$ cat config.mk
export PLATFORM = sky130hd
export DESIGN_NAME = rts_cell
export DESIGN_NICKNAME = d
export VERILOG_FILES = /design/src/hdl/rts_pkg.sv /design/src/hdl/rts_cell.sv
export SDC_FILE = /design/constraint.sdc
export NUM_CORES = 1
export LEC_CHECK = 0
export ABC_AREA = 1
export BUFFER_PORTS_ARGS = -buffer_cell sky130_fd_sc_hd__buf_2
export CAP_MARGIN = 30
export CORE_MARGIN = 4
export CORE_UTILIZATION = 35
export DETAILED_ROUTE_END_ITERATION = 10
export GPL_TIMING_DRIVEN = 0
export SYNTH_ARGS = -nofsm -noshare
export SYNTH_HDL_FRONTEND = slang
export SYNTH_SLANG_ARGS = --single-unit
$ cat constraint.sdc
create_clock -name clk_i -period 1 [get_ports clk_i]
set_clock_uncertainty 0.05 [all_clocks]
set_input_delay 0.05 -clock clk_i [delete_from_list [all_inputs] [get_ports clk_i]]
set_output_delay 0.05 -clock clk_i [all_outputs]
set_load 0.005 [all_outputs]
$ cat src/hdl/rts_pkg.sv
// shared types, constants and the tanh approximation of the rnn core
// no dependencies
`default_nettype none

package rts_pkg;

  localparam int unsigned KIND_W   = 3;
  localparam int unsigned ROW_W    = 8;
  localparam int unsigned COL_W    = 6;
  localparam int unsigned WEIGHT_W = 16;
  localparam int unsigned TOKEN_W  = 8;
  localparam int unsigned PRED_W   = 8;
  localparam int unsigned CONF_W   = 4;
  localparam int unsigned MARGIN_W = 31;
  localparam int unsigned CFG_IDX_W  = 8;
  localparam int unsigned CFG_DATA_W = 16;
  localparam int unsigned ACC_W    = 32;
  localparam int unsigned HID_W    = 16;

  localparam logic [CONF_W-1:0] CONF_MAX = 4'd8;
  localparam int unsigned DRAIN_CYCLES = 5;

  typedef enum logic [KIND_W-1:0] {
    KIND_LOAD_IN  = 3'd0,
    KIND_LOAD_REC = 3'd1,
    KIND_LOAD_OUT = 3'd2,
    KIND_STEP     = 3'd3,
    KIND_PREDICT  = 3'd4,
    KIND_SAVE     = 3'd5,
    KIND_RESTORE  = 3'd6,
    KIND_CLEAR    = 3'd7
  } kind_e;

  typedef enum logic [CFG_IDX_W-1:0] {
    CFG_INPUT_SCALE   = 8'd0,
    CFG_ROUND_SHIFT   = 8'd1,
    CFG_PRODUCT_SHIFT = 8'd2,
    CFG_CONF_DIVISOR  = 8'd3
  } cfg_idx_e;

  typedef struct packed {
    logic valid;
    logic first;
    logic last;
    logic pred;
  } op_t;

  typedef struct packed {
    logic rot;
    logic nx_shift;
    logic commit;
    logic save;
    logic restore;
    logic clear;
  } cell_ctl_t;

  function automatic logic signed [HID_W-1:0] rts_tanh(input logic signed [ACC_W-1:0] x);
    logic signed [ACC_W-1:0] t;
    logic signed [ACC_W-1:0] r;
    t = '0;
    r = '0;
    if (x >= 32'sd32767) begin
      r = 32'sd32767;
    end else if (x <= -32'sd32767) begin
      r = -32'sd32767;
    end else if (x >= 32'sd0) begin
      if (x < 32'sd8192) begin
        r = x;
      end else begin
        t = (x - 32'sd8192) * 32'sd3;
        r = 32'sd8192 + (t >>> 2);
      end
    end else begin
      if (x > -32'sd8192) begin
        r = x;
      end else begin
        t = (x + 32'sd8192) * 32'sd3;
        r = -32'sd8192 + (t >>> 2);
      end
    end
    return r[HID_W-1:0];
  endfunction

endpackage

`default_nettype wire

$ cat src/hdl/rts_cell.sv
// one hidden unit cell: live, saved and next value, linked to its neighbor
// depends on rts_pkg
`default_nettype none

module rts_cell (
  input  wire                        clk_i,
  input  wire                        rst_ni,
  input  rts_pkg::cell_ctl_t         ctl_i,
  input  wire signed [15:0]          h_i,
  input  wire signed [15:0]          nx_i,
  output logic signed [15:0]         h_o,
  output logic signed [15:0]         nx_o
);
  import rts_pkg::*;

  logic signed [HID_W-1:0] h_q;
  logic signed [HID_W-1:0] sv_q;
  logic signed [HID_W-1:0] nx_q;

  always_ff @(posedge clk_i or negedge rst_ni) begin
    if (!rst_ni) begin
      h_q  <= '0;
      sv_q <= '0;
    end else if (ctl_i.clear) begin
      h_q  <= '0;
      sv_q <= '0;
    end else begin
      if (ctl_i.save) begin
        sv_q <= h_q;
      end
      if (ctl_i.restore) begin
        h_q <= sv_q;
      end else if (ctl_i.commit) begin
        h_q <= nx_q;
      end else if (ctl_i.rot) begin
        h_q <= h_i;
      end
    end
  end

  always_ff @(posedge clk_i) begin
    if (ctl_i.nx_shift) begin
      nx_q <= nx_i;
    end
  end

  assign h_o  = h_q;
  assign nx_o = nx_q;

endmodule

`default_nettype wire

==> Word level (Yosys, flattened, before mapping) <==
Cells that the tools add are included.
{ "op_classes": {"muxes": 6, "n_reduce_logical": 2} }
{ "op_table": {"columns": ["op", "count"], "rows": [
  ["$mux 16", 6],
  ["$reduce_bool 4->1", 1],
  ["$reduce_bool 2->1", 1]
]} }
{ "word_totals": {"ff_bits": 48, "word_cells": 11, "out_inout_bits": 32, "in_bits": 40} }

==> Depth between registers and ports, before layout <==
{ "depth": {"ltp_word": 4, "depth_mapped": 8, "depth_no_buf": 6} }

==> Worst setup path before layout <==
No wires, ideal clock.
{ "synth_timing": {"path_type": "input port to flip-flop", "startpoint": "input port ctl_i[3] (netlist name)", "endpoint": "register h_q[11] (netlist: h_o[11])", "cell_stages": 8, "required_time_ns": 0.833, "path_buffers": 2, "setup_ns": 0.117, "arrival_ns": 0.675, "setup_slack_ns": 0.159, "cell_sequence": "buf_4 inv_2 buf_4 nand2_1 nand3_1 nand2_1 nand2_1 nand2_1"} }
{ "synth_between": {"elab_chain_cells": 3, "word_cells_on_any_way": 4, "cone_classes": "mux (3); reduce/logical (1)"} }
{ "synth_lines": {"columns": ["element", "line", "rtl"], "rows": [
  ["start: declaration", "rts_cell.sv:8", "input rts_pkg::cell_ctl_t ctl_i,"],
  ["$mux 16", "rts_cell.sv:33", "end else if (ctl_i.commit) begin"],
  ["$mux 16", "rts_cell.sv:31", "if (ctl_i.restore) begin"],
  ["$mux 16", "rts_cell.sv:24", "end else if (ctl_i.clear) begin"],
  ["end signal: assignment", "rts_cell.sv:32", "h_q <= sv_q;"],
  ["end signal: assignment", "rts_cell.sv:34", "h_q <= nx_q;"],
  ["end signal: assignment", "rts_cell.sv:36", "h_q <= h_i;"],
  ["end: declaration", "rts_cell.sv:16", "logic signed [HID_W-1:0] h_q;"]
]} }
Several ways; a longest one is shown, not always the timed one.
A chain may end at the register's enable or synchronous reset.

==> Worst setup path in the final report <==
{ "layout_timing": {"startpoint": "register h_q[15] (netlist: h_o[15])", "endpoint": "output port h_o[15]"} }
{ "layout_lines": {"columns": ["element", "line", "rtl"], "rows": [
  ["end: declaration", "rts_cell.sv:11", "output logic signed [15:0] h_o,"]
]} }
No word-level cell between the ends.

==> impl_metrics.toml <==
[clock_network]
clk_latency_ns = 0.30
htree_levels = 2
cts_buffers = 5
clk_path_buf_depth = 2
post-cts-setup-buffers = 0
root_buffer = "clkbuf_8"
clkSinkCount = 48
clk_transition_reported_paths_ns = 0.09
cts_tree = "yes"

[yosys]
synth-compound-area-share_pct = 5.685
synthXorXnorAreaFrac_pct = 0
yosysWarnings = 0
syn_area_sq_um = 2355
ys_seq_area_share_pct = 54.41
ys_ff_latch = 48
synth_mux_area_share_pct = 0
synth_nets = 317
synth_top_family_by_area = "simple AND/OR/NAND/NOR gates"
async_flop_share_pct = 66.67
postSynthAreaPerCell_sq_um = 8.501
ys_types = 18
synth_edf_count = 16
synth_top_area_share_pct = 34.01
synthCells = 277
ys_top_cells_by_area = "dfrtp_1, edfxtp_1, nand2_1"
synth-main-ff-cell = "dfrtp_1"
synthSimpleGateAreaFrac_pct = 27.10
synth.largest_area_cell = "dfrtp_1"
synth_fa_ha_area_share_pct = 0

[finish]
area_growth_syn_to_layout_pct = 30.87
drive_gt1_share_pct = 28.84
nFillCells = 641
utilization_pct = 47.71
fin_nets = 410
stdcell_count = 448
diodes = 0

[power_and_ir_drop]
p_clk_share_pct = 29.5
power_switching_w = 0.001078
power.share.sequential_pct = 54.7
peakVddDrop_mv = 0.7399
combPwrFrac_pct = 15.9
switching_share_pct = 26.50
p_leak_nw = 1.675
p_int_w = 0.002991
cellPowerDensity_nw_per_um2 = 1321

[drt]
drt_iter0_drc = 122
viasPerCell = 4.667
drtAntennaViolNets = 0
wl_um = 6061
wire_per_inst_um = 13.53
drcViolationCount = 0
vias = 2091
dr.pass1.iters = 4

[floorplan]
fp.dieH_um = 90.03
start_util_pct = 36.46
die_w_um = 90.03
core_sq_um = 6459
dieArea_sq_um = 8105
row_count = 29
num_io_pins = 72

[place]
pre_cts_ws_ns = -0.02046
port_buffers = 68
place_inst = 422
gp_congestion = 0.8000
hpwl_um = 4229

[worst_hold_path]
hp-start = "ctl_i[5]"
hold_end = "h_o[9]"
min_path_type = "input pin to flop"
worstHoldPathCells = 4

[critical_path]
cp_slowest_cell = "dfrtp_1"
rrSetupSlack_ns = 0.07
cp.arrival_ns = 0.87
crit_chain = "buf_2"
timing_worst_setup_path_type = "flop to output pin"
r2r_start = "nx_o[7]"
cp_max_fo = 3
slowest_delay_ns = 0.43
ff2ff_path_depth = 6
r2r-end = "h_o[7]"
startpoint_type = "flop"
crit_required_ns = 0.90
cp_num_buf_inv = 1
critical-path-top-delay-family = "flip-flops"
cp-end-kind = "output pin"

[flow_run]
maxCapViolations = 0

[timing]
setup_viol = 0
finalHoldViolations = 0
timing.slew.headroom_pct = 65.09
max_slew.worst_pin.slew_ns = 0.5237
drv_slew = 0
worst_slack_ns = 0.03105
fin_crit_ns = 0.9690
timing.fmax_ghz = 1.032
grt_setup_unrepaired = "true"
period_share_pct = 96.90

[grt]
grt_max_degree = 33
antenna_found_initial = 0
grt_use_total_pct = 15.17
grt_pass1_vias = 2211
overflow = 0
grt_first_pass_wirelength_um = 9991

[outcome]
status = "completed"
## synthesized netlist by cell type, types with 3 or more instances
cell type,number
nand2_1,96
inv_1,49
nand3_1,48
dfrtp_1,32
edfxtp_1,16
o21ai_2,10
o21ai_0,6
buf_2,5
buf_4,4
buf_6,3
## through the flow
stage,total power [W],hold WS [ns],TNS [ns],cell area (sq um)
2_1_floorplan,0.002557,-0.2956,0,2355
3_3_place_gp,0.002847,0.09914,-0.004453,2791
3_5_place_dp,0.002856,0.09986,-0.07655,2791
4_1_cts,0.004111,0.04016,0,3064
5_1_grt,0.004276,0.04911,-0.03737,3082
6_report,0.004070,0.04527,0,3082
## state kept, by name, indices dropped and copies added (netlist names)
signal  cells
h_o        16
nx_o       16
sv_q       16
## logic make-up after synthesis
kind of cell	count (synthesis)
flops	48
compound gates	17
simple gates	147
buf+inv	65
## power by group through the flow
stage | Sequential [W] | Combinational [W] | Clock (W)
finish | 0.00222 | 0.000646 | 0.00120
global placement | 0.00226 | 0.000585 | 0
global route | 0.00224 | 0.000730 | 0.00131
floorplan | 0.00226 | 0.000293 | 0
detailed placement | 0.00227 | 0.000590 | 0
CTS | 0.00223 | 0.000646 | 0.00124
## per-layer routing
layer  part of all wire (%)  global-route usage, %  vias up  routed length, um
li1                       -                      -     1038                  -
met1                     46                  18.95      974               2794
met2                     47                  26.14       70               2840
met3                    5.8                  3.673        9                353
met4                    1.2                  4.209        0                 72
met5                      0                      0        -                  0
## area by class of cell
class / count / area [sq um] / area share [%]
flip-flops and latches: 48 / 1281 / 41.58
multi-input cells: 164 / 787.0 / 25.54
repair buffers: 86 / 523.0 / 16.97
inverters: 51 / 193.9 / 6.293
plain buffers: 14 / 107.6 / 3.492
well taps: 77 / 96.34 / 3.126
clock buffers: 6 / 82.58 / 2.680
clock inverters: 2 / 10.01 / 0.3248
## worst max path at each step
stage | endpoint | slack (ns) | cells past startpoint | startpoint
6_report | h_o[15] | 0.03 | 1 | h_o[15]
5_1_grt | h_o[7] | -0.03 | 6 | nx_o[7]
2_1_floorplan | h_o[11] | 0.16 | 8 | ctl_i[3]
3_3_place_gp | h_o[13] | -0.002 | 8 | ctl_i[3]
3_5_place_dp | h_o[13] | -0.02 | 8 | ctl_i[3]
4_1_cts | h_o[15] | 0.02 | 1 | h_o[15]
## placed cells by master, fill, tap and decap left out
cell | netlist | layout
nor2_4 | 1 | 1
inv_4 | 1 | 1
nand3_1 | 48 | 45
inv_2 | 1 | 1
o21ai_0 | 6 | 6
clkbuf_4 | 0 | 1
buf_1 | 1 | 1
buf_8 | 1 | 1
inv_1 | 49 | 49
buf_6 | 3 | 3
edfxtp_1 | 16 | 16
nor2_8 | 1 | 1
buf_2 | 5 | 72
or2_1 | 1 | 1
nand2_1 | 96 | 96
clkbuf_8 | 0 | 6
o21ai_2 | 10 | 10
clkinv_2 | 0 | 2
a21oi_4 | 1 | 1
nand3_2 | 0 | 3
dlygate4sd3_1 | 0 | 18
buf_4 | 4 | 4
dfrtp_1 | 32 | 32
## timing repair
action                     CTS  global route
hold endpoints to repair    54             0
hold buffers                18             0
setup endpoints to repair    0            36
resized for setup            0             4
Power figures use the tool's default switching activity.
